File: src/design/ovp_pkg.sv
package ovp_pkg;

    localparam int COORD_W    = 16;
    localparam int DATA_W     = 32;
    localparam int TRIG_W     = 18;
    localparam int FRAC_BITS  = 16;
    localparam int CFG_DATA_W = 64;
    localparam int CFG_IDX_W  = 3;

    // register stages inside each rotation unit and inside the screen unit
    localparam int ROT_STAGES = 2;
    localparam int SCR_STAGES = 2;

    // configuration register indexes
    localparam logic [CFG_IDX_W-1:0] REG_MODEL_YAW   = 3'd0;
    localparam logic [CFG_IDX_W-1:0] REG_CAMERA_YAW  = 3'd1;
    localparam logic [CFG_IDX_W-1:0] REG_CAMERA_PITCH = 3'd2;
    localparam logic [CFG_IDX_W-1:0] REG_OFFSET_X    = 3'd3;
    localparam logic [CFG_IDX_W-1:0] REG_OFFSET_Y    = 3'd4;
    localparam logic [CFG_IDX_W-1:0] REG_OFFSET_Z    = 3'd5;
    localparam logic [CFG_IDX_W-1:0] REG_ZOOM        = 3'd6;
    localparam logic [CFG_IDX_W-1:0] REG_DEPTH_PAIR  = 3'd7;

    typedef logic signed [DATA_W-1:0] word_t;
    typedef logic signed [TRIG_W-1:0] trig_t;

    localparam trig_t RESET_COS  = 18'sd65536;
    localparam trig_t RESET_SIN  = 18'sd0;
    localparam word_t RESET_NEAR = 32'sh8000_0000;

    typedef struct packed {
        trig_t model_cos;
        trig_t model_sin;
        trig_t yaw_cos;
        trig_t yaw_sin;
        trig_t pitch_cos;
        trig_t pitch_sin;
        word_t offset_x;
        word_t offset_y;
        word_t offset_z;
        word_t zoom;
        word_t mid_depth;
        word_t near_depth;
    } cfg_t;

endpackage

File: src/design/ovp_screen.sv
// Zoom, near-plane clip and depth bias; results leave from registers.
module ovp_screen #(
    parameter int                 ZOOM_SHIFT = 16,
    parameter logic signed [31:0] CLIP_MARK  = 32'sh8000_0000
) (
    input  logic               clk,
    input  logic               rst_n,
    input  logic               in_vld,
    input  ovp_pkg::word_t     cam_x_in,
    input  ovp_pkg::word_t     cam_y_in,
    input  ovp_pkg::word_t     cam_z_in,
    input  logic               batch_end_in,
    input  ovp_pkg::word_t     zoom,
    input  ovp_pkg::word_t     mid_depth,
    input  ovp_pkg::word_t     near_depth,
    output logic               out_vld,
    output ovp_pkg::word_t     cam_x,
    output ovp_pkg::word_t     cam_y,
    output ovp_pkg::word_t     cam_z,
    output ovp_pkg::word_t     scr_x,
    output ovp_pkg::word_t     scr_y,
    output ovp_pkg::word_t     scr_z,
    output logic               batch_end_out
);
    import ovp_pkg::*;

    word_t px_full;
    word_t py_full;

    word_t px_reg;
    word_t py_reg;
    logic  clip_reg;
    word_t cx1_reg;
    word_t cy1_reg;
    word_t cz1_reg;
    logic  be1_reg;
    logic  vld1_reg;

    word_t scr_x_next;
    word_t scr_y_next;
    word_t scr_z_next;
    word_t scr_x_reg;
    word_t scr_y_reg;
    word_t scr_z_reg;
    word_t cx2_reg;
    word_t cy2_reg;
    word_t cz2_reg;
    logic  be2_reg;
    logic  vld2_reg;

    always_comb
    begin
        px_full = cam_x_in * zoom;
        py_full = cam_y_in * zoom;
    end

    always_ff @(posedge clk)
    begin
        px_reg   <= px_full;
        py_reg   <= py_full;
        clip_reg <= (cam_z_in < near_depth);
        cx1_reg  <= cam_x_in;
        cy1_reg  <= cam_y_in;
        cz1_reg  <= cam_z_in;
        be1_reg  <= batch_end_in;
    end

    always_comb
    begin
        scr_x_next = clip_reg ? CLIP_MARK : (px_reg >>> ZOOM_SHIFT);
        scr_y_next = py_reg >>> ZOOM_SHIFT;
        scr_z_next = cz1_reg - mid_depth;
    end

    always_ff @(posedge clk)
    begin
        scr_x_reg <= scr_x_next;
        scr_y_reg <= scr_y_next;
        scr_z_reg <= scr_z_next;
        cx2_reg   <= cx1_reg;
        cy2_reg   <= cy1_reg;
        cz2_reg   <= cz1_reg;
        be2_reg   <= be1_reg;
    end

    always_ff @(posedge clk or negedge rst_n)
    begin
        if (!rst_n)
        begin
            vld1_reg <= 1'b0;
            vld2_reg <= 1'b0;
        end
        else
        begin
            vld1_reg <= in_vld;
            vld2_reg <= vld1_reg;
        end
    end

    assign out_vld       = vld2_reg;
    assign cam_x         = cx2_reg;
    assign cam_y         = cy2_reg;
    assign cam_z         = cz2_reg;
    assign scr_x         = scr_x_reg;
    assign scr_y         = scr_y_reg;
    assign scr_z         = scr_z_reg;
    assign batch_end_out = be2_reg;

endmodule

File: config.mk
export PLATFORM = sky130hd
export DESIGN_NAME = ovp_screen
export DESIGN_NICKNAME = d
export VERILOG_FILES = /design/src/design/ovp_pkg.sv /design/src/design/ovp_screen.sv
export SDC_FILE = /design/constraint.sdc
export NUM_CORES = 2
export LEC_CHECK = 0
export BUFFER_PORTS_ARGS = -buffer_cell sky130_fd_sc_hd__buf_2
export CORE_ASPECT_RATIO = 2
export CORE_UTILIZATION = 35
export DETAILED_ROUTE_END_ITERATION = 6
export MAX_ROUTING_LAYER = met4
export PLACE_DENSITY = 0.64
export SYNTH_ARGS = -nofsm -noshare
export SYNTH_HDL_FRONTEND = slang
export SYNTH_SLANG_ARGS = --single-unit
File: constraint.sdc
create_clock -name clk -period 2.7 [get_ports clk]
set_clock_uncertainty 0.1 [all_clocks]
set_input_delay 0.27 -clock clk [delete_from_list [all_inputs] [get_ports clk]]
set_output_delay 0.27 -clock clk [all_outputs]
set_load 0.1 [all_outputs]
* Word level (Yosys, flattened, before mapping)
Cells that the tools add are included.
** Storage, ports and cells
- Bits in registers :: 341
- Logic and storage cells :: 20
- Output and inout bits :: 194
- Input bits :: 196
** Operators by class
- Multipliers :: 2
- Order comparisons :: 1
- $add $sub $neg :: 1
** Operators by type and width (number)
- $mul 32x32->32 :: 2
- $lt 32x32->1 :: 1
- $sub 32x32->32 :: 1

* Longest topological paths before layout
- Word-level depth :: 1
- Gate-level depth with buffers :: 28
- Mapped depth without buffers :: 26

* Worst setup path before layout
No wires, ideal clock.
- Kind :: input to register
- Start :: input port zoom[3]
- End :: register px_reg[30]
- Buffers on the path :: 2
- Path slack :: -4.184 ns
- Library setup time :: 0.118 ns
- Cell stages on the path :: 26
- Arrival :: 6.665 ns
- Data required time :: 2.482 ns
- Cell sequence :: clkbuf_1 > clkbuf_1 > and2_1 > fa_1 > fa_1 > inv_1 > fa_1 > fa_1 > inv_1 > fa_1 > inv_1 > fa_1 > inv_1 > fa_1 > fa_1 > ha_1 > o21ai_1 > a311oi_1 > o21ai_1 > o211ai_1 > and2b_1 > o211ai_2 > a21boi_1 > o21a_2 > o22ai_1 > xnor2_1
** On the way
- Longest elaborated chain between the ends :: 1
** RTL lines
- start: declaration :: RTL line ovp_screen.sv:13 : input ovp_pkg::word_t zoom,
- $mul 32x32->32 :: RTL line ovp_screen.sv:53 : px_full = cam_x_in * zoom;
- net px_full[30] :: RTL line ovp_screen.sv:27 : word_t px_full;
- end signal: assignment :: RTL line ovp_screen.sv:59 : px_reg <= px_full;
- end: declaration :: RTL line ovp_screen.sv:30 : word_t px_reg;
The timed path passes the listed nets, and every way through them passes these cells.
A chain may end at the register's enable or synchronous reset.

* Worst setup path after layout
- Start :: input port zoom[2]
- End :: register px_reg[31]
The elaborated chain is that of the path after synthesis.

==> impl_metrics.toml <==
[outcome]
status = "complete, but fails checks"
violations = "negative setup slack"

[setup_path]
cp-endpoint = "px_reg[31]$_DFF_P_"
critPathLaunchType = "input port"
cp_max_fo = 8
critPathCaptureType = "register"
timing.critical_path.from = "zoom[2]"
r2r_end = "scr_z[30]$_DFF_P_"
worst-setup-path-type = "in -> reg"
crit_required_ps = 3140
r2r-start = "cz1_reg[8]$_DFF_P_"
rr_worst_depth = 10
r2r_slack_ps = -70
cp.arrival_ps = 6680

[grt]
grt_pass1_wl_microns = 195000
grt_max_degree = 23
grt_pass1_vias = 34852
overflow = 0
grt_use_total_pct = 22.9
antenna_found_initial = 31

[place]
dpl.hpwl_microns = 104000
dp.cells = 6256
place_congestion = 0.912
io_buffers = 389

[floorplanning]
dieWidth_microns = 242
initial_utilization_pct = 35.4
rows = 175
design.core.area_sq_um = 114000
io_pins = 390
floorplan.die_area_sq_um = 117000
die_y_microns = 482

[routing]
drc = 0
firstDrtPassIters = 5
vias = 30694
wire_per_inst_microns = 19.9
drt_iter0_drc = 1062
final_antenna_net_count = 0
viasPerCell = 4.71
wirelength_microns = 130000

[clocking]
cts.clk_slew.worst_paths_ps = 80
cts_buffer_depth = 3
cts_sinks = 294
numCtsBuffers = 31
cts_htree_levels = 1
clock_latency_ps = 660
tritoncts = "yes"
ctsRootBufferMaster = "clkbuf_16"

[logic_synthesis]
ys_seq_elements = 294
yosysWarnings = 0
syn-cell-area_sq_um = 40300
avgSynthCellArea_sq_um = 9.64
yosys-top-cells-area = "fa_1 (40%), dfxtp_1 (14%), ha_1 (11%)"
yosysMostFrequentCell = "inv_1"
synth_flop_cell = "dfxtp_1"
synthesis.nets = 5548
yosysTopAreaCell = "fa_1"
synth_cell_types = 59
synth-edff-count = 0
synthCells = 4183
synth_top_area_share_pct = 40.5
yosysSeqAreaShare_pct = 14.6
synthTopCellsByCount = "inv_1 (934), fa_1 (815), and2_1 (703), nand2_1 (374), ha_1 (354)"
synthArstFlopShare_pct = 0.680

[final_layout]
final_cells = 6521
area_growth_pct = 27.6
fill_cells = 10753
drive_gt1_share_pct = 23.0
nets = 6334

[timing]
worst_pin_slew_ps = 650
slew_headroom_pct = 56.4
rsz0062_at_grt = "true"
hold_violations = 0
min_period_over_period_pct = 231
setup_viol = 34
fmax_ghz = 0.160
final.setup.worst_slack_ps = -3540
slew_viol_final = 0
layout_min_cycle_time_ps = 6240

[flow_run]
maxCapViolCount = 0

[min_path]
hold_path.class = "in -> reg"
cells by family after synthesis:
group / after synthesis / share of synthesized area, %
AOI/OAI and AO/OA: 161 / 2.72
xor gates and xnor gates: 173 / 3.76
adders and majority gates: 1169 / 51.4
buffers and inverters: 1151 / 11.0
DFF: 294 / 14.6
and+or+nand+nor: 1235 / 16.5
through the flow:
stage | utilization, % | setup TNS [ps] | hold slack, ps | setup WS, ps | instance area (sq um)
floorplan | - | -109050 | -126 | -3920 | 40600
global placement | 41.1 | -131570 | -45.8 | -4510 | 46800
detailed placement | 41.1 | -135340 | -41.0 | -4600 | 46800
CTS | 44.1 | -99710 | 6.81 | -3520 | 50200
global route | 45.2 | -107770 | 50.7 | -3740 | 51400
finish | 45.2 | -102190 | 48.7 | -3540 | 51500
timing repair:
action	in CTS	in global routing
setup buffers	27	30
resized for setup	164	218
pin swaps	71	157
endpoints found under the setup margin	45	45
cloned	9	6
endpoints found under the hold margin	122	0
hold buffers	123	0
cells in the final DEF, fill, tap and decap left out, types with 12 or more instances in the layout:
master and count:
a21o_1 13, a21oi_1 28, a21oi_2 14, and2_1 668, and2_4 35, buf_12 52, buf_2 362, buf_4 365
buf_6 39, clkbuf_16 37, dfxtp_1 289, diode_2 25, dlygate4sd3_1 123, fa_1 769, fa_2 46, ha_1 314
ha_4 37, inv_1 909, inv_2 25, nand2_1 371, nor2_1 47, nor2b_1 29, nor3_1 12, o21ai_0 22
xnor2_1 135, xor2_1 30
worst max-delay path: stages:
cell and delay (ps):
buf_16 140, buf_12 140, and2_4 130, fa_1 450
fa_1 480, inv_1 50, fa_1 460, fa_1 570
inv_2 40, fa_1 510, inv_1 50, fa_1 470
inv_1 50, fa_1 440, fa_1 540, ha_4 220
o21ai_4 80, a311oi_2 80, o21ai_1 170, o211ai_1 160
and2b_2 270, o211ai_4 240, a21boi_2 90, o21a_2 250
o41ai_4 220, xnor2_1 120
worst min-delay path by stage:
stage | startpoint | to | slack, ps | cells past startpoint
2_1_floorplan | rst_n | out_vld$_DFF_PN0_ | -130 | 0
3_3_place_gp | rst_n | out_vld$_DFF_PN0_ | -50 | 1
3_5_place_dp | rst_n | out_vld$_DFF_PN0_ | -40 | 1
4_1_cts | mid_depth[27] | scr_z[27]$_DFF_P_ | 7 | 4
5_1_grt | mid_depth[26] | scr_z[26]$_DFF_P_ | 50 | 4
6_report | mid_depth[26] | scr_z[26]$_DFF_P_ | 50 | 4
layout make-up:
class,count,area [sq um],share of cell area [%]
Timing Repair Buffer,970,7890,15.3
Antenna cell,25,62.6,0.122
Clock buffer,32,779,1.52
Sequential cell,294,5900,11.5
Inverter,934,3510,6.81
Clock inverter,24,265,0.516
Multi-Input combinational cell,2738,31200,60.6
Tap cell,1504,1880,3.66
per-layer routing:
metal | up-vias | track usage (%) | wire length (microns)
met5 | - | - | 0
met3 | 447 | 3.21 | 6940
li1 | 13746 | - | -
met4 | 0 | 17.4 | 12000
met2 | 1028 | 42.4 | 69200
met1 | 15473 | 21.1 | 41800
Power is left out: the tool's default activity adds up to more than one toggle a clock period on the data nets, which glitch-free logic cannot reach.
