**src/design/ovp_pkg.sv**
```systemverilog
package ovp_pkg;

    localparam int COORD_W    = 16;
    localparam int DATA_W     = 32;
    localparam int TRIG_W     = 18;
    localparam int FRAC_BITS  = 16;
    localparam int CFG_DATA_W = 64;
    localparam int CFG_IDX_W  = 3;

    // register stages inside each rotation unit and inside the screen unit
    localparam int ROT_STAGES = 2;
    localparam int SCR_STAGES = 2;

    // configuration register indexes
    localparam logic [CFG_IDX_W-1:0] REG_MODEL_YAW   = 3'd0;
    localparam logic [CFG_IDX_W-1:0] REG_CAMERA_YAW  = 3'd1;
    localparam logic [CFG_IDX_W-1:0] REG_CAMERA_PITCH = 3'd2;
    localparam logic [CFG_IDX_W-1:0] REG_OFFSET_X    = 3'd3;
    localparam logic [CFG_IDX_W-1:0] REG_OFFSET_Y    = 3'd4;
    localparam logic [CFG_IDX_W-1:0] REG_OFFSET_Z    = 3'd5;
    localparam logic [CFG_IDX_W-1:0] REG_ZOOM        = 3'd6;
    localparam logic [CFG_IDX_W-1:0] REG_DEPTH_PAIR  = 3'd7;

    typedef logic signed [DATA_W-1:0] word_t;
    typedef logic signed [TRIG_W-1:0] trig_t;

    localparam trig_t RESET_COS  = 18'sd65536;
    localparam trig_t RESET_SIN  = 18'sd0;
    localparam word_t RESET_NEAR = 32'sh8000_0000;

    typedef struct packed {
        trig_t model_cos;
        trig_t model_sin;
        trig_t yaw_cos;
        trig_t yaw_sin;
        trig_t pitch_cos;
        trig_t pitch_sin;
        word_t offset_x;
        word_t offset_y;
        word_t offset_z;
        word_t zoom;
        word_t mid_depth;
        word_t near_depth;
    } cfg_t;

endpackage

```
**src/design/ovp_rotate.sv**
```systemverilog
// Two-stage fixed-point rotation:
//   out_1 = ((a*c + b*s) >>> FRAC_BITS) + off_1
//   out_2 = ((b*c - a*s) >>> FRAC_BITS) + off_2
module ovp_rotate #(
    parameter int SIDE_W = 33
) (
    input  logic                clk,
    input  logic                rst_n,
    input  logic                in_vld,
    input  ovp_pkg::word_t      a,
    input  ovp_pkg::word_t      b,
    input  ovp_pkg::trig_t      cos_v,
    input  ovp_pkg::trig_t      sin_v,
    input  ovp_pkg::word_t      off_1,
    input  ovp_pkg::word_t      off_2,
    input  logic [SIDE_W-1:0]   side_in,
    output logic                out_vld,
    output ovp_pkg::word_t      out_1,
    output ovp_pkg::word_t      out_2,
    output logic [SIDE_W-1:0]   side_out
);
    import ovp_pkg::*;

    word_t ac_full;
    word_t bs_full;
    word_t bc_full;
    word_t as_full;

    word_t ac_reg;
    word_t bs_reg;
    word_t bc_reg;
    word_t as_reg;
    logic  vld1_reg;
    logic [SIDE_W-1:0] side1_reg;

    word_t sum_1;
    word_t sum_2;
    word_t out_1_next;
    word_t out_2_next;
    word_t out_1_reg;
    word_t out_2_reg;
    logic  vld2_reg;
    logic [SIDE_W-1:0] side2_reg;

    // products: only the low word is kept, as everything wraps at 32 bits
    always_comb
    begin
        ac_full = a * word_t'(cos_v);
        bs_full = b * word_t'(sin_v);
        bc_full = b * word_t'(cos_v);
        as_full = a * word_t'(sin_v);
    end

    always_ff @(posedge clk)
    begin
        ac_reg    <= ac_full;
        bs_reg    <= bs_full;
        bc_reg    <= bc_full;
        as_reg    <= as_full;
        side1_reg <= side_in;
    end

    always_comb
    begin
        sum_1      = ac_reg + bs_reg;
        sum_2      = bc_reg - as_reg;
        out_1_next = (sum_1 >>> FRAC_BITS) + off_1;
        out_2_next = (sum_2 >>> FRAC_BITS) + off_2;
    end

    always_ff @(posedge clk)
    begin
        out_1_reg <= out_1_next;
        out_2_reg <= out_2_next;
        side2_reg <= side1_reg;
    end

    always_ff @(posedge clk or negedge rst_n)
    begin
        if (!rst_n)
        begin
            vld1_reg <= 1'b0;
            vld2_reg <= 1'b0;
        end
        else
        begin
            vld1_reg <= in_vld;
            vld2_reg <= vld1_reg;
        end
    end

    assign out_vld  = vld2_reg;
    assign out_1    = out_1_reg;
    assign out_2    = out_2_reg;
    assign side_out = side2_reg;

endmodule

```
**config.mk**
```make
export PLATFORM = sky130hd
export DESIGN_NAME = ovp_rotate
export DESIGN_NICKNAME = d
export VERILOG_FILES = /design/src/design/ovp_pkg.sv /design/src/design/ovp_rotate.sv
export SDC_FILE = /design/constraint.sdc
export NUM_CORES = 2
export LEC_CHECK = 0
export BUFFER_PORTS_ARGS = -buffer_cell sky130_fd_sc_hd__buf_2
export CAP_MARGIN = 10
export CORE_ASPECT_RATIO = 1.75
export CORE_MARGIN = 2
export CORE_UTILIZATION = 46
export DETAILED_ROUTE_END_ITERATION = 8
export GPL_TIMING_DRIVEN = 0
export PLACE_DENSITY = 0.61
export SYNTH_ARGS = -nofsm -noshare
export SYNTH_HDL_FRONTEND = slang
export SYNTH_SLANG_ARGS = --single-unit
```
**constraint.sdc**
```tcl
create_clock -name clk -period 7.8 [get_ports clk]
set_input_delay 1.56 -clock clk [delete_from_list [all_inputs] [get_ports clk]]
set_output_delay 1.56 -clock clk [all_outputs]
set_load 0.1 [all_outputs]
```
# After elaboration in Yosys (flattened, before gate mapping)
# Index checks and enable logic that the tools add are counted.
totals:
  register_bits: 260
  latchBits: 0
  ramBits: 0
  mem_bits_ro: 0
  out_inout_bits: 98
  wordCells: 18
  mem_count: 0
classes:
  addsub: 4
  n_mul: 4
  div: 0
  order_cmp: 0
  eq_ne: 0
  shifts: 0
  n_mux: 0
  n_bitwise: 0
  reduce_logical: 0
op_table:
  columns: ["cell", "count"]
  rows:
  - ["multiplier 32 x 18 -> 32 bit", 4]
  - ["adder 16 x 32 -> 32 bit", 2]
  - ["adder 32 bit", 1]
  - ["subtractor 32 bit", 1]

# Longest topological paths before layout
logic_depth:
  ltp_word: 2
  mapped_depth: 27
  mapped_depth_nobuf: 24

# Worst setup path after synthesis
# OpenSTA, ideal clock, no wires.
synth_path:
  kind: "input-to-reg"
  from: "input cos_v[3]"
  to: "register bc_reg[31]"
  arrival_ns: 7.229
  t_required_ns: 7.680
  path_slack_ns: 0.451
  stages: 24
  path_buffers: 2
  path_cell_list: "clkbuf_1 clkbuf_1 nand2_1 fa_1 inv_1 fa_1 inv_1 fa_1 inv_1 fa_1 fa_1 inv_1 fa_1 inv_1 ha_1 a21o_1 a21o_1 a21o_1 a21oi_1 o21ai_0 a311oi_1 o21bai_1 a21oi_1 xnor2_1"
synth_between:
  elab_chain_cells: 1
synth_lines:
  columns: ["item", "line_no", "source"]
  rows:
  - ["start, declared", "ovp_rotate.sv:12", "input ovp_pkg::trig_t cos_v,"]
  - ["multiplier 32 x 18 -> 32 bit", "ovp_rotate.sv:50", "bc_full = b * word_t'(cos_v);"]
  - ["net bc_full[31]", "ovp_rotate.sv:26", "word_t bc_full;"]
  - ["end signal, assigned", "ovp_rotate.sv:58", "bc_reg <= bc_full;"]
  - ["end, declared", "ovp_rotate.sv:31", "word_t bc_reg;"]
# The timed path passes the listed nets, and every way through them passes these cells.

# Worst setup path in the final report
layout_path:
  from: "input sin_v[8]"
  to: "register as_reg[30]"
layout_between:
  elab_chain_cells: 1
layout_lines:
  columns: ["item", "line_no", "source"]
  rows:
  - ["start, declared", "ovp_rotate.sv:13", "input ovp_pkg::trig_t sin_v,"]
  - ["multiplier 32 x 18 -> 32 bit", "ovp_rotate.sv:51", "as_full = a * word_t'(sin_v);"]
  - ["net as_full[30]", "ovp_rotate.sv:27", "word_t as_full;"]
  - ["end signal, assigned", "ovp_rotate.sv:59", "as_reg <= as_full;"]
  - ["end, declared", "ovp_rotate.sv:32", "word_t as_reg;"]
# The timed path passes the listed nets, and every way through them passes these cells.

==> flow_summary_export.csv <==
group,metric,value,unit
worst_setup_path,startpoint,"sin_v[8]",
detailed_routing,dr_wl_met2,112900,um
outcome,status,"finished with violations",
detailed_routing,vias,49300,
logic_synthesis,synthArstFlopShare,0.7692,%
detailed_routing,antenna_left,0,
worst_setup_path,worstPathMaxFanout,12,
detailed_routing,wl_met3,23680,um
worst_setup_path,r2r-start,"as_reg[13]$_DFF_P_",
sta,setup_violations,2,
logic_synthesis,postSynthAreaPerCell,8.794,um2
floorplan,num_rows,177,
final_layout,area_growth,8.675,%
floorplan,start_util,46.28,%
outcome,violations,"setup timing",
logic_synthesis,synth-simple-area-share,15.96,%
logic_synthesis,yosysWarnings,0,
worst_setup_path,cp-start-kind,"primary input",
floorplan,die_area,0.1367,mm2
global_routing,grt.overflow.total,0,
clocking,cts_buffer_depth,3,
logic_synthesis,syn-cell-area,0.06150,mm2
sta,final.period_utilization,100.8,%
logic_synthesis,synth_top_area_share,43.43,%
sta,report.final.hold_viol_count,0,
detailed_routing,dr.pass1.iters,6,
detailed_routing,drcViolationCount,0,
clocking,htreeDepth,1,
logic_synthesis,synth_area_leaders,"fa_1, inv_1, ha_1",
worst_setup_path,rr_worst_depth,21,
floorplan,pin_count,298,
global_routing,grt_max_degree,18,
clocking,clkLatencyLatePin,0.63,ns
clocking,cts_tree,"yes",
global_routing,grt_use_total,37.61,%
logic_synthesis,ys.flop_type,"dfxtp_1",
worst_setup_path,r2r-end,"out_2[28]$_DFF_P_",
sta,period_minus_slack,7.861,ns
worst_setup_path,crit_type,"primary input to flop",
logic_synthesis,synth_top_family_by_area,"adder cells",
detailed_routing,wirelength,249800,um
detailed_routing,wl_per_cell,27.66,um
detailed_routing,highest_layer,"met5",
worst_setup_path,crit_arrival,8.39,ns
worst_setup_path,cp.required,8.33,ns
clocking,clkTransAtPathRegs,0.06,ns
logic_synthesis,netlist_instances,6993,
logic_synthesis,synth_edf_count,0,
worst_setup_path,end_kind,"flop",
sta,max_freq,127.2,MHz
job,cap_violations,0,
logic_synthesis,synthMostInstantiatedCell,"inv_1",
logic_synthesis,syn_nets,9025,
clocking,cts_made_buffers,28,
global_routing,antenna_found_initial,42,
final_layout,drive_gt1_share,8.551,%
logic_synthesis,synth-compound-area-share,4.814,%
logic_synthesis,yosys_register_bits,260,
sta,tightest_slew,1.411,ns
clocking,clockRootBuffer,"clkbuf_16",
final_layout,nFillCells,12910,
worst_setup_path,rrSetupSlack,1.80,ns
sta,fin_ws,-0.06061,ns
min_path,hp-class,"flop to flop",
logic_synthesis,ys_seq_area_share,8.480,%
logic_synthesis,synthXorXnorAreaFrac,4.380,%
floorplan,die_x,280.4,um
final_layout,nNetsFinal,9310,
floorplan,core_area,0.1329,mm2
sta,setup_tns,-0.06826,ns
detailed_routing,vias_per_cell,5.460,
sta,slew_violations,0,
sta,slew_headroom,5.910,%
placed_design,gp_congestion,1.058,
logic_synthesis,synthMuxAreaShare,0.03255,%
logic_synthesis,synth_commonest_cells,"inv_1, fa_1, nand2_1",
logic_synthesis,synthAdderAreaFrac,53.56,%
sta,final.setup_skew,0.03408,ns
detailed_routing,wl_met1,81860,um
global_routing,grt_pass1_wl,355700,um
placed_design,hpwl,203300,um
placed_design,numPortBuffers,248,
worst_setup_path,timing.critical_path.to,"as_reg[30]$_DFF_P_",
global_routing,grt_pass1_vias,51910,
logic_synthesis,ys_types,75,
detailed_routing,drt_iter0_markers,4028,
clocking,numClockSinks,260,
floorplan,die-height,487.7,um
logic_synthesis,yosysTopAreaCell,"fa_1",
metal layers:
metal	up-vias	GRT usage, %
met2	2600	59.43
met1	24970	40.54
met5	-	0.1806
met4	12	36.31
li1	20860	-
met3	854	9.782
layout make-up:
class                   instances  area [um2]  area share, %
repair buffers                267        1564          2.340
inverters                    1742        6543          9.789
plain buffers                 339        1881          2.814
clock inverters                12       103.9         0.1554
flip-flops and latches        260        5215          7.803
clock buffers                  37       815.8          1.221
multi-input cells            4640       48500          72.57
well taps                    1700        2127          3.183
diodes                         33       82.58         0.1236
how the worst min path moves through the flow:
stage                                end                   from  cells after the start  slack (ns)
floorplan            side_out[0]$_DFF_P_   side1_reg[0]$_DFF_P_                      0        0.31
global placement    side_out[20]$_DFF_P_  side1_reg[20]$_DFF_P_                      0        0.31
detailed placement  side_out[23]$_DFF_P_  side1_reg[23]$_DFF_P_                      0        0.31
CTS                 side_out[23]$_DFF_P_  side1_reg[23]$_DFF_P_                      0        0.33
global route        side_out[24]$_DFF_P_  side1_reg[24]$_DFF_P_                      0        0.33
finish               side_out[8]$_DFF_P_   side1_reg[8]$_DFF_P_                      0        0.33
per-stage QoR:
stage | hold WS [ns] | cells | area [um2] | util [%] | setup slack, ns
floorplan | 0.3096 | 6993 | 61500 | - | 0.4508
global placement | 0.3101 | 8941 | 64870 | 48.82 | -2.307
detailed placement | 0.3121 | 8955 | 65140 | 49.02 | -1.966
CTS | 0.3266 | 8993 | 66410 | 49.98 | -0.02300
global route | 0.3291 | 9002 | 66760 | 50.24 | -0.04650
finish | 0.3250 | 9030 | 66830 | 50.30 | -0.06061
logic make-up after synthesis:
| group | Yosys count |
|---|---|
| mux | 2 |
| buf+inv | 2093 |
| simple gates | 2057 |
| compound gates | 443 |
| flops | 260 |
| fa+ha+maj | 1832 |
| xor+xnor | 306 |
placed cells by master, fill, tap and decap left out, types with 28 or more instances in the layout:
| master | synthesis | routed |
|---|---|---|
| dfxtp_1 | 258 | 258 |
| fa_1 | 1334 | 1334 |
| o21a_1 | 40 | 40 |
| nand2_1 | 1064 | 1063 |
| nand3_1 | 28 | 28 |
| a21o_1 | 76 | 76 |
| clkbuf_16 | 0 | 29 |
| nor2_1 | 143 | 143 |
| xor2_1 | 76 | 75 |
| clkbuf_1 | 349 | 65 |
| clkbuf_2 | 0 | 168 |
| nand2b_1 | 46 | 46 |
| o21ai_0 | 57 | 56 |
| nor3_1 | 29 | 29 |
| and2_1 | 647 | 647 |
| diode_2 | 0 | 33 |
| ha_1 | 498 | 498 |
| buf_2 | 0 | 269 |
| inv_1 | 1742 | 1741 |
| a21oi_1 | 132 | 127 |
| clkbuf_4 | 0 | 57 |
| xnor2_1 | 229 | 227 |
repair_timing:
item / CTS / global route
pin swaps: 0 / 4
endpoints found under the hold margin: 0 / 0
gates resized for setup: 255 / 289
setup endpoints to repair: 58 / 28
hold buffers: 0 / 0
setup buffers: 0 / 1
critical path: stages:
cell and delay (ns):
buf_2 0.50, clkbuf_2 0.56, and2_1 0.22, fa_1 0.44
fa_1 0.50, ha_1 0.14, inv_1 0.05, fa_1 0.48
inv_1 0.06, fa_1 0.53, inv_1 0.05, fa_1 0.47
inv_1 0.04, ha_1 0.22, or4_1 0.59, o21ai_1 0.38
a21oi_1 0.23, a221oi_4 0.52, o211ai_1 0.25, a2111o_1 0.45
o211ai_1 0.10
Power is not shown: default switching activity piles up to over one toggle a cycle in this logic, so the estimate is an artifact.
