File: config.mk
export PLATFORM = sky130hd
export DESIGN_NAME = ovp_cfg
export DESIGN_NICKNAME = d
export VERILOG_FILES = /design/src/design/ovp_pkg.sv /design/src/design/ovp_cfg.sv
export SDC_FILE = /design/constraint.sdc
export NUM_CORES = 1
export LEC_CHECK = 0
export ABC_AREA = 1
export BUFFER_PORTS_ARGS = -buffer_cell sky130_fd_sc_hd__buf_2
export CAP_MARGIN = 20
export CORE_MARGIN = 2
export CORE_UTILIZATION = 51
export DETAILED_ROUTE_END_ITERATION = 7
export PLACE_DENSITY = 0.8
export SYNTH_ARGS = -nofsm -noshare
export SYNTH_HDL_FRONTEND = slang
export SYNTH_SLANG_ARGS = --single-unit
File: constraint.sdc
create_clock -name clk -period 0.8 [get_ports clk]
set_input_delay 0.04 -clock clk [delete_from_list [all_inputs] [get_ports clk]]
set_output_delay 0.04 -clock clk [all_outputs]
set_load 0.01 [all_outputs]
File: src/design/ovp_pkg.sv
package ovp_pkg;

    localparam int COORD_W    = 16;
    localparam int DATA_W     = 32;
    localparam int TRIG_W     = 18;
    localparam int FRAC_BITS  = 16;
    localparam int CFG_DATA_W = 64;
    localparam int CFG_IDX_W  = 3;

    // register stages inside each rotation unit and inside the screen unit
    localparam int ROT_STAGES = 2;
    localparam int SCR_STAGES = 2;

    // configuration register indexes
    localparam logic [CFG_IDX_W-1:0] REG_MODEL_YAW   = 3'd0;
    localparam logic [CFG_IDX_W-1:0] REG_CAMERA_YAW  = 3'd1;
    localparam logic [CFG_IDX_W-1:0] REG_CAMERA_PITCH = 3'd2;
    localparam logic [CFG_IDX_W-1:0] REG_OFFSET_X    = 3'd3;
    localparam logic [CFG_IDX_W-1:0] REG_OFFSET_Y    = 3'd4;
    localparam logic [CFG_IDX_W-1:0] REG_OFFSET_Z    = 3'd5;
    localparam logic [CFG_IDX_W-1:0] REG_ZOOM        = 3'd6;
    localparam logic [CFG_IDX_W-1:0] REG_DEPTH_PAIR  = 3'd7;

    typedef logic signed [DATA_W-1:0] word_t;
    typedef logic signed [TRIG_W-1:0] trig_t;

    localparam trig_t RESET_COS  = 18'sd65536;
    localparam trig_t RESET_SIN  = 18'sd0;
    localparam word_t RESET_NEAR = 32'sh8000_0000;

    typedef struct packed {
        trig_t model_cos;
        trig_t model_sin;
        trig_t yaw_cos;
        trig_t yaw_sin;
        trig_t pitch_cos;
        trig_t pitch_sin;
        word_t offset_x;
        word_t offset_y;
        word_t offset_z;
        word_t zoom;
        word_t mid_depth;
        word_t near_depth;
    } cfg_t;

endpackage

File: src/design/ovp_cfg.sv
module ovp_cfg (
    input  logic                               clk,
    input  logic                               rst_n,
    input  logic                               cfg_we,
    input  logic [ovp_pkg::CFG_IDX_W-1:0]      cfg_index,
    input  logic [ovp_pkg::CFG_DATA_W-1:0]     cfg_data,
    output ovp_pkg::cfg_t                      cfg
);
    import ovp_pkg::*;

    cfg_t cfg_reg;

    always_ff @(posedge clk or negedge rst_n)
    begin
        if (!rst_n)
        begin
            cfg_reg.model_cos  <= RESET_COS;
            cfg_reg.model_sin  <= RESET_SIN;
            cfg_reg.yaw_cos    <= RESET_COS;
            cfg_reg.yaw_sin    <= RESET_SIN;
            cfg_reg.pitch_cos  <= RESET_COS;
            cfg_reg.pitch_sin  <= RESET_SIN;
            cfg_reg.offset_x   <= '0;
            cfg_reg.offset_y   <= '0;
            cfg_reg.offset_z   <= '0;
            cfg_reg.zoom       <= '0;
            cfg_reg.mid_depth  <= '0;
            cfg_reg.near_depth <= RESET_NEAR;
        end
        else if (cfg_we)
        begin
            case (cfg_index)
                REG_MODEL_YAW:
                begin
                    cfg_reg.model_cos <= cfg_data[TRIG_W-1:0];
                    cfg_reg.model_sin <= cfg_data[2*TRIG_W-1:TRIG_W];
                end
                REG_CAMERA_YAW:
                begin
                    cfg_reg.yaw_cos <= cfg_data[TRIG_W-1:0];
                    cfg_reg.yaw_sin <= cfg_data[2*TRIG_W-1:TRIG_W];
                end
                REG_CAMERA_PITCH:
                begin
                    cfg_reg.pitch_cos <= cfg_data[TRIG_W-1:0];
                    cfg_reg.pitch_sin <= cfg_data[2*TRIG_W-1:TRIG_W];
                end
                REG_OFFSET_X:   cfg_reg.offset_x <= cfg_data[DATA_W-1:0];
                REG_OFFSET_Y:   cfg_reg.offset_y <= cfg_data[DATA_W-1:0];
                REG_OFFSET_Z:   cfg_reg.offset_z <= cfg_data[DATA_W-1:0];
                REG_ZOOM:       cfg_reg.zoom     <= cfg_data[DATA_W-1:0];
                REG_DEPTH_PAIR:
                begin
                    cfg_reg.mid_depth  <= cfg_data[DATA_W-1:0];
                    cfg_reg.near_depth <= cfg_data[2*DATA_W-1:DATA_W];
                end
                default:
                begin
                    // drop writes to unused indexes
                end
            endcase
        end
    end

    assign cfg = cfg_reg;

endmodule

== Word level (Yosys, flattened, before mapping) ==
Cells that the tools add are included.

* Output and inout bits: 300
* Memories: 0
* Memory bits (read-only): 0
* Bits of input ports: 70
* Memory bits (writable): 0
* Latch bits: 0
* Register bits after elaboration: 300
* Logic and storage cells: 28

* Order comparisons: 0
* Bitwise gates (word level): 0
* Reduce and logical (&&, ||, !) cells: 9
* Equality and inequality tests: 7
* Div/mod/pow operators: 0
* Multipliers: 0
* Muxes and demuxes: 0
* Add/sub/neg operators: 0
* Shift operators: 0

{| class="wikitable"
|+ Operators with widths
! cell !! count
|-
| AND reduction 2 bit || 8
|-
| == test 3 bit (second input constant) || 4
|-
| == test 3 x 2 -> 1 bit (second input constant) || 2
|-
| == test 3 x 1 -> 1 bit (second input constant) || 1
|-
| zero test 3 bit || 1
|}

== Longest topological paths before layout ==
Gate-level depths: netlist of run 1.

* Word-level depth: 2
* Gate-level depth with buffers: 7
* Depth with buffers taken out: 5

== Worst setup path after synthesis of run 1 ==
Ideal clock, no wire load.

* Path kind: in2reg
* Start: input cfg_index[0] in the netlist's numbering
* End: register cfg_reg (netlist bit cfg[129])
* Stages on the path: 5
* Path buffers: 1
* Arrival time: 799 ps
* Data required time: 683 ps
* Slack: -116 ps
* Path through: nor2_1 nand2_1 clkbuf_1 nand2_1 nand2_1

* Word-level cells in the longest chain between the ends: 2

{| class="wikitable"
|+ Ends and longest elaborated chain
! item !! RTL line !! RTL
|-
| start, declared || ovp_cfg.sv:5 || <nowiki>input logic [ovp_pkg::CFG_IDX_W-1:0] cfg_index,</nowiki>
|-
| == test 3 bit || ovp_cfg.sv:32 || <nowiki>case (cfg_index)</nowiki>
|-
| AND reduction 2 bit (no source line) || n/a ||
|-
| end, declared || ovp_cfg.sv:11 || <nowiki>cfg_t cfg_reg;</nowiki>
|}

No other way between the ends.
A chain may end at the register's enable or synchronous reset.

== Final worst setup path of run 1 ==
* Start: register cfg_reg (netlist bit cfg[61])
* End: output cfg[61] in the netlist's numbering

{| class="wikitable"
|+ RTL lines
! item !! RTL line !! RTL
|-
| end, declared || ovp_cfg.sv:7 || <nowiki>output ovp_pkg::cfg_t cfg</nowiki>
|}

No word-level cell between the ends.

==> summary.md, run 1 <==
| Metric | Value |
|---|---|
| Status | `finished with violations` |
| Minimum clock period | `1.290 ns` |
| Register cell area after layout | `0.007512 mm2` |
| Vias in the first global route | `11980` |
| CP Launch Type | `register` |
| Worst Skew | `0 ns` |
| Root Buffer | `clkbuf_16` |
| Fin. Hold Viols | `9` |
| Synth Area in Adders | `0` |
| Filler instances | `1166` |
| EDFF count, synth | `0` |
| First-pass GRT wire length | `63710 um` |
| Skew-Pair Late Insertion Delay | `0.55 ns` |
| Largest net degree at the start of global routing | `64` |
| Ranking of synthesized cells by area | `dfrtp_1, nand2_1, nand3_1` |
| Most common library cells after synthesis | `nand2_1, dfrtp_1, nand3_1, buf_2, clkbuf_2` |
| Initial core utilization | `0.5174` |
| Setup WS post-layout | `-0.4895 ns` |
| Seq pwr share | `0.417` |
| Fin crit share | `1.612` |
| Clk slew on worst S/H paths | `0.07 ns` |
| Clock power frac | `0.292` |
| RSZ-0062 raised after global routing | `yes` |
| HP Class | `input pin to asynchronous set/reset pin` |
| Cell family with most CP delay | `flip-flops` |
| DR DRC count | `0` |
| Max reg flops | `300` |
| Post-Layout Cell Count | `2265` |
| Sw Share | `0.3157` |
| F_max | `775.5 MHz` |
| Final core occ | `0.8051` |
| Area of the multi-input gates | `0.003755 mm2` |
| Final WL | `49000 um` |
| P_sw | `0.01530 W` |
| Yosys Warn Count | `0` |
| 1st-iter DRT viols | `1487` |
| Synth Area in Compound Gates | `0` |
| IO Count | `370` |
| Pleak | `10.37 nW` |
| Maxcap violations | `0` |
| Final Slew Violations | `0` |
| Post-synthesis cell count | `1331` |
| Critical path cell sequence | `buf_2` |
| DP HPWL | `25190 um` |
| DP Area | `0.01430 mm2` |
| GPL Wtd Cong | `0.8282` |
| Largest family of logic cells by synthesized area | `simple AND/OR/NAND/NOR gates` |
| Final ANT Viol Nets | `0` |
| Post-synth top flop | `dfrtp_1` |
| Post-synthesis mux area share | `0` |
| CP max-delay cell | `dfrtp_1` |
| Post-CTS Hold Buffers | `65` |
| Synth cell types | `14` |
| XOR/XNOR Fraction of Synth Area | `0` |
| Setup Viol. Count Final | `350` |
| Seq/Total Area, Yosys | `0.6433` |
| Maximum fanout along the worst path | `2` |
| Tot GR Track Use | `0.3402` |
| Die height | `155.3 um` |
| Post-synth top area share | `0.6343` |
| Inst Count DP | `1941` |
| Die width | `155.3 um` |
| Crit path buffers/inverters | `1` |
| Netlist Area Pre-Place | `0.01168 mm2` |
| CP Class | `register to output pin` |
| Layout area overhead | `55.62%` |
| Design Area, Final | `0.01817 mm2` |
| Via count | `12900` |
| Most numerous cell in the Yosys netlist | `nand2_1` |
| Initial antenna violation count | `3` |
| Fraction of layout cells with a size suffix above 1 | `0.3613` |
| Core Box Area | `0.02257 mm2` |
| Avg WL per Cell | `21.63 um` |
| Logic gate share of total power | `0.291` |
| VDD IR-drop max | `0.001757 V` |
| Routed vias/inst | `5.694` |
| Grt ovf | `0` |
| Seq cells post-synth | `300` |
| Syn Nets | `1401` |
| H-tree levels | `1` |
| CTS tree | `built` |
| Worst setup EP type | `output pin` |
| Drt pass-1 iters | `6` |
| Count of input and output buffers | `369` |
| # rows | `55` |
| Failing checks | `negative hold slack, negative setup slack` |
| Clock Path Buffers | `3` |
| CTS Buf Count | `31` |
| Area leader, netlist | `dfrtp_1` |
| Post-Syn Area per Cell | `8.773 um2` |
| Crit-path max cell delay | `0.49 ns` |
| Worst hold slack | `-0.1027 ns` |
| Setup TNS | `-100.70 ns` |
| Worst-margin pin slew | `0.3067 ns` |
| Required time worst endpoint | `0.76 ns` |
| # clock sinks | `300` |
| Async SR Flop Fraction | `1.000` |
| Slew margin rel. | `0.7956` |
| Power Dens Cells | `2667 mW/mm2` |
| Int Power | `0.03316 W` |
| WP data arrival | `1.25 ns` |
| Total Nets Final | `2024` |
| Die area | `0.02412 mm2` |
| Post-synthesis simple-gate area fraction | `0.3121` |
cell type report:
| type | count | area share |
|---|---|---|
| Tap cell | 285 | 0.01962 |
| Timing Repair Buffer | 694 | 0.3049 |
| Multi-Input combinational cell | 921 | 0.2066 |
| Sequential cell | 300 | 0.4134 |
| Clock buffer | 43 | 0.04847 |
| Inverter | 6 | 0.001239 |
| Clock inverter | 12 | 0.005164 |
| Antenna cell | 4 | 0.0005508 |
cell usage in the layout, fill, tap and decap left out:
cell type,netlist,layout
clkinv_2,0,9
clkinvlp_4,0,1
buf_8,0,1
nand2_2,3,21
clkbuf_1,23,6
clkbuf_16,0,31
inv_8,0,1
nand2_1,770,750
bufinv_16,0,1
buf_4,3,218
inv_1,5,5
dfrtp_1,296,296
inv_2,1,1
buf_12,0,32
clkbuf_8,0,6
nor2_4,0,7
diode_2,0,4
nand3_1,140,140
buf_2,45,265
nand2_4,0,2
nor2_2,2,1
dlygate4sd3_1,0,65
dfstp_2,4,4
buf_6,0,113
stage by stage:
| stage | setup slack [ns] | power [W] |
|---|---|---|
| finish | -0.4895 | 0.04846 |
| global route | -0.4962 | 0.05018 |
| CTS | -0.4749 | 0.04495 |
| detailed placement | -0.2979 | 0.02886 |
| global placement | -0.2648 | 0.02852 |
| floorplan | -0.03104 | 0.02389 |
routing by layer:
layer  track usage  vias up  share of wire
met2        0.5805     1130           0.48
li1              -     5337              -
met1        0.4166     6125           0.34
met5             0        -              0
met3       0.07047      306           0.11
met4        0.1630        0          0.069
cells by family after synthesis:
| logic type | Yosys count |
|---|---|
| and+or+nand+nor | 921 |
| buffers and inverters | 110 |
| DFF | 300 |
worst register-to-register path, cell delays in order, from the launching register on:
cell and delay (ns):
dfrtp_1 0.39, buf_4 0.14, nand2_1 0.21, nand2_1 0.11
power by group through the flow:
stage | Combinational (W) | Sequential [W] | Clock, W
floorplan | 0.00276 | 0.0211 | 0
global placement | 0.00867 | 0.0199 | 0
detailed placement | 0.00898 | 0.0199 | 0
CTS | 0.0113 | 0.0198 | 0.0139
global route | 0.0149 | 0.0204 | 0.0149
finish | 0.0141 | 0.0202 | 0.0141
final timing paths:
check                        startpoint  endpoint  slack (ns)  cells after the start
hold / removal                    rst_n  cfg[189]       -0.10                      2
min in group clk           cfg_index[2]  cfg[209]        0.01                      5
setup reg to reg                cfg[17]   cfg[17]       -0.18                      3
hold reg to reg                cfg[220]  cfg[220]        0.47                      2
max in group asynchronous         rst_n  cfg[162]        0.27                      4
setup / recovery                cfg[61]   cfg[61]       -0.49                      1
timing repair:
item,4_1_cts,5_1_grt
pin swaps,0,5
gates resized for setup,74,74
buffers inserted,97,104
hold endpoints to repair,600,9
endpoints found under the setup margin,300,304
Note: power is estimated with default switching activity, not from simulation.
==> run 2: changes to the inputs <==
- CORE_UTILIZATION: 51 -> 46
- PLACE_DENSITY: 0.8 -> 0.76
- TNS_END_PERCENT: unset -> 50
- clock period: 0.8 -> 1.13 ns (I/O delays scaled with it)
==> summary.md, run 2 (synthesized netlist as in run 1, its figures left out) <==
| Metric | Value |
|---|---|
| Root Buffer | `clkbuf_16` |
| Pleak | `9.935 nW` |
| Post-Layout Cell Count | `2199` |
| Worst Skew | `0 ns` |
| R2r endpoint | `cfg[87]` |
| Vias in the first global route | `10800` |
| Cell family with most CP delay | `flip-flops` |
| Die area | `0.02668 mm2` |
| HP Class | `input pin to asynchronous set/reset pin` |
| DR DRC count | `0` |
| CTS Buf Count | `30` |
| Critical path depth | `1` |
| Fin crit share | `1.112` |
| Largest net degree at the start of global routing | `69` |
| Max reg flops | `300` |
| Die width | `163.3 um` |
| Filler instances | `1739` |
| Count of input and output buffers | `369` |
| F_max | `795.7 MHz` |
| VDD IR-drop max | `0.001216 V` |
| CP max-delay cell | `dfstp_2` |
| Setup Viol. Count Final | `99` |
| Power, Total | `0.03306 W` |
| CP Class | `register to output pin` |
| Final WL | `43530 um` |
| Status | `finished with violations` |
| Failing checks | `negative hold slack, negative setup slack` |
| DP HPWL | `25610 um` |
| First-pass GRT wire length | `60930 um` |
| Drt pass-1 iters | `5` |
| Crit-path max cell delay | `0.55 ns` |
| Reg2Reg Setup Slack | `0.22 ns` |
| Routed vias/inst | `5.200` |
| Avg WL per Cell | `19.80 um` |
| Fraction of layout cells with a size suffix above 1 | `0.3135` |
| Final Slew Violations | `0` |
| Worst hold slack | `-0.04707 ns` |
| Reg2Reg Depth | `4` |
| Most frequent cells in the layout | `nand2_1, dfrtp_1, buf_2, nand3_1, buf_6` |
| Worst setup EP type | `output pin` |
| Crit path buffers/inverters | `1` |
| Initial core utilization | `0.4664` |
| Antenna fix cells | `0` |
| Tot GR Track Use | `0.2955` |
| CP Launch Type | `register` |
| Inst Count DP | `1988` |
| RSZ-0062 raised after global routing | `yes` |
| Total Nets Final | `1917` |
| Most common cell after layout, fill and taps aside | `nand2_1` |
| GPL Wtd Cong | `0.8259` |
| Required time worst endpoint | `1.07 ns` |
| Final ANT Viol Nets | `0` |
| Post-CTS Hold Buffers | `67` |
| H-tree levels | `1` |
| Slew margin rel. | `0.7711` |
| Grt ovf | `0` |
| Worst-margin pin slew | `0.3434 ns` |
| Maximum fanout along the worst path | `2` |
| CTS tree | `built` |
| Via count | `11430` |
| Power Dens Cells | `1875 mW/mm2` |
| Clock Path Buffers | `3` |
| IO Count | `370` |
| Fin. Hold Viols | `17` |
| Minimum clock period | `1.257 ns` |
| # rows | `58` |
| Placement Setup Slack | `-0.01651 ns` |
| Skew-Pair Late Insertion Delay | `0.54 ns` |
| 1st-iter DRT viols | `1056` |
| # clock sinks | `300` |
| Layout area overhead | `50.98%` |
| Die height | `163.3 um` |
| Critical path cell sequence | `buf_6` |
| Core Box Area | `0.02504 mm2` |
| WP data arrival | `1.20 ns` |
| Setup WS post-layout | `-0.1268 ns` |
| Final core occ | `0.7042` |
| RR Startpoint | `cfg[87]` |
| Maxcap violations | `0` |
| Clk slew on worst S/H paths | `0.06 ns` |
| Initial antenna violation count | `0` |
==> run 2: repair_timing <==
action | in CTS | in global routing
gates resized for setup | 73 | 74
setup buffers | 29 | 52
endpoints found under the hold margin | 600 | 17
cloned | 0 | 9
endpoints found under the setup margin | 231 | 574
pin swaps | 0 | 2
==> run 2: cell type report <==
cell class,count,area (um2),share of cell area
Timing Repair Buffer,588,4908,0.2784
Sequential cell,300,7512,0.4261
Inverter,6,25.02,0.001419
Clock buffer,47,925.9,0.05252
Clock inverter,7,112.6,0.006387
Multi-Input combinational cell,921,3734,0.2118
Tap cell,330,412.9,0.02342
==> run 2: stage by stage <==
| stage | hold WS [ns] | instance area, um2 | setup TNS (ns) |
|---|---|---|---|
| 6_report | -0.04707 | 17630 | -1.564 |
| 5_1_grt | -0.02853 | 17630 | -8.630 |
| 4_1_cts | -0.04631 | 16590 | -3.364 |
| 3_5_place_dp | -0.08263 | 14270 | -0.08944 |
| 3_3_place_gp | -0.08163 | 14270 | 0 |
| 2_1_floorplan | -0.2391 | 11680 | 0 |
==> run 2: how the worst max path moves through the flow <==
stage | startpoint | to | slack, ns
4_1_cts | cfg[262] | cfg[262] | -0.14
5_1_grt | cfg[262] | cfg[262] | -0.16
2_1_floorplan | cfg_index[0] | cfg[129] | 0.20
3_3_place_gp | cfg_index[2] | cfg[84] | 0.02
3_5_place_dp | cfg_index[1] | cfg[15] | -0.02
6_report | cfg[262] | cfg[262] | -0.13
==> run 2: power by group <==
| group | switching [W] | internal (W) |
|---|---|---|
| Sequential | 0.00141 | 0.0128 |
| Clock | 0.00417 | 0.00627 |
| Combinational | 0.00427 | 0.00417 |
==> run 2: layer usage <==
metal / track usage / part of all wire / wire length, um / up-vias
li1: - / - / - / 5112
met1: 0.3774 / 0.38 / 16740 / 5563
met2: 0.4996 / 0.48 / 21050 / 629
met3: 0.06628 / 0.092 / 3999 / 130
met4: 0.09936 / 0.040 / 1734 / 0
met5: 0 / 0 / 0 / -
==> run 3: changes to the inputs <==
- SETUP_SLACK_MARGIN: unset -> 0.3
==> summary.md, run 3 (synthesized netlist as in run 1, its figures left out) <==
| Metric | Value |
|---|---|
| Post-CTS Hold Buffers | `65` |
| Antenna fix cells | `0` |
| Grt ovf | `0` |
| Routed vias/inst | `5.253` |
| CP max-delay cell | `dfstp_2` |
| Critical path cell sequence | `buf_6` |
| Most frequent cells in the layout | `nand2_1, dfrtp_1, buf_2, nand3_1, buf_4` |
| Final Slew Violations | `0` |
| Worst setup EP type | `output pin` |
| # rows | `58` |
| Maxcap violations | `0` |
| RSZ-0062 raised after global routing | `yes` |
| Maximum fanout along the worst path | `2` |
| WP data arrival | `1.21 ns` |
| Root Buffer | `clkbuf_16` |
| CP Launch Type | `register` |
| GPL Wtd Cong | `0.8377` |
| Cell family with most CP delay | `flip-flops` |
| Die area | `0.02668 mm2` |
| Logic gate share of total power | `0.266` |
| Final core occ | `0.6976` |
| Setup Viol. Count Final | `138` |
| F_max | `788.7 MHz` |
| H-tree levels | `1` |
| CTS tree | `built` |
| Die width | `163.3 um` |
| Worst-margin pin slew | `0.4347 ns` |
| Max reg flops | `300` |
| IO Count | `370` |
| Final WL | `43050 um` |
| Reg2Reg Depth | `4` |
| Clk slew on worst S/H paths | `0.06 ns` |
| Initial antenna violation count | `0` |
| Seq pwr share | `0.434` |
| Crit-path max cell delay | `0.56 ns` |
| CP Class | `register to output pin` |
| Final ANT Viol Nets | `0` |
| CTS Buf Count | `30` |
| Clock power frac | `0.300` |
| First-pass GRT wire length | `61930 um` |
| Worst Skew | `0 ns` |
| Int Power | `0.02278 W` |
| HP Class | `input pin to asynchronous set/reset pin` |
| Fin crit share | `1.122` |
| Filler instances | `1730` |
| Skew-Pair Late Insertion Delay | `0.55 ns` |
| Vias in the first global route | `11080` |
| Area of the multi-input gates | `0.003740 mm2` |
| Most common cell after layout, fill and taps aside | `nand2_1` |
| Crit path buffers/inverters | `1` |
| Via count | `11630` |
| Avg WL per Cell | `19.45 um` |
| P_sw | `0.009942 W` |
| Register cell area after layout | `0.007512 mm2` |
| Minimum clock period | `1.268 ns` |
| Count of input and output buffers | `369` |
| Clock Path Buffers | `3` |
| Drt pass-1 iters | `5` |
| Layout area overhead | `49.57%` |
| Worst hold slack | `-0.03857 ns` |
| Sw Share | `0.3038` |
| Failing checks | `negative hold slack, negative setup slack` |
| Status | `finished with violations` |
| Slew margin rel. | `0.7102` |
| Fraction of layout cells with a size suffix above 1 | `0.3254` |
| Pleak | `9.886 nW` |
| DP HPWL | `25900 um` |
| VDD IR-drop max | `0.001140 V` |
| Core Box Area | `0.02504 mm2` |
| Required time worst endpoint | `1.07 ns` |
| Largest net degree at the start of global routing | `66` |
| Tot GR Track Use | `0.2999` |
| R2r endpoint | `cfg[11]` |
| Reg2Reg Setup Slack | `0.24 ns` |
| Setup WS post-layout | `-0.1380 ns` |
| Fin. Hold Viols | `14` |
| # clock sinks | `300` |
| RR Startpoint | `cfg[11]` |
| Power Dens Cells | `1873 mW/mm2` |
| Initial core utilization | `0.4664` |
| Die height | `163.3 um` |
| 1st-iter DRT viols | `1154` |
| DR DRC count | `0` |
| Total Nets Final | `1930` |
[run 3: cell types whose count changed in the layout (fill, tap and decap cells not counted), sizes merged]
cell | previous run | this run
clkbuf | 56 | 48
clkinvlp | 1 | 0
bufinv | 3 | 0
clkinv | 3 | 8
dlymetal6s4s | 1 | 0
dlygate4sd3 | 66 | 65
buf | 512 | 536
[run 3: worst max path at each step]
stage	startpoint	endpoint	slack (ns)	cells after the start
final	cfg[298]	cfg[298]	-0.14	1
after detailed placement	cfg_index[0]	cfg[110]	-0.01	7
after floorplan	cfg_index[2]	cfg[100]	0.27	6
after global placement	cfg_we	cfg[280]	0.03	6
after CTS	cfg[298]	cfg[298]	-0.15	1
after global routing	cfg[298]	cfg[298]	-0.17	1
[run 3: routing by layer]
layer | global-route usage | up-vias | share of wire
li1 | - | 5149 | -
met1 | 0.3886 | 5625 | 0.38
met2 | 0.4988 | 717 | 0.48
met3 | 0.06196 | 140 | 0.089
met4 | 0.1134 | 0 | 0.043
met5 | 0 | - | 0
[run 3: stage by stage]
step	setup TNS, ns	cells	cell area (um2)	setup slack [ns]	total power (W)
final	-2.134	2214	17470	-0.1380	0.03272
after global routing	-10.30	2214	17470	-0.1693	0.03412
after CTS	-4.494	2157	16690	-0.1511	0.03141
after detailed placement	-0.01912	1987	14270	-0.01275	0.02043
after global placement	0	1987	14270	0.02876	0.02021
after floorplan	0	1331	11720	0.2740	0.01691
[run 3: layout make-up]
class                      count  share of cell area
tap                          330             0.02364
sequential                   300              0.4301
inverter                       6            0.001289
timing repair buffer         601              0.2747
clock inverter                 8            0.002292
clock buffer                  48             0.05380
multi-input combinational    921              0.2141
[run 3: power by group through the flow]
stage	combinational, W	sequential [W]	clock (W)
floorplan	0.00195	0.0150	0
global placement	0.00615	0.0141	0
detailed placement	0.00634	0.0141	0
CTS	0.00753	0.0140	0.00985
global route	0.00938	0.0144	0.0104
finish	0.00869	0.0142	0.00982
[run 3: timing repair]
action / in CTS / in global routing
buffers inserted: 49 / 57
gates resized for setup: 77 / 68
pin swaps: 0 / 9
hold endpoints to repair: 600 / 14
setup endpoints to repair: 300 / 300
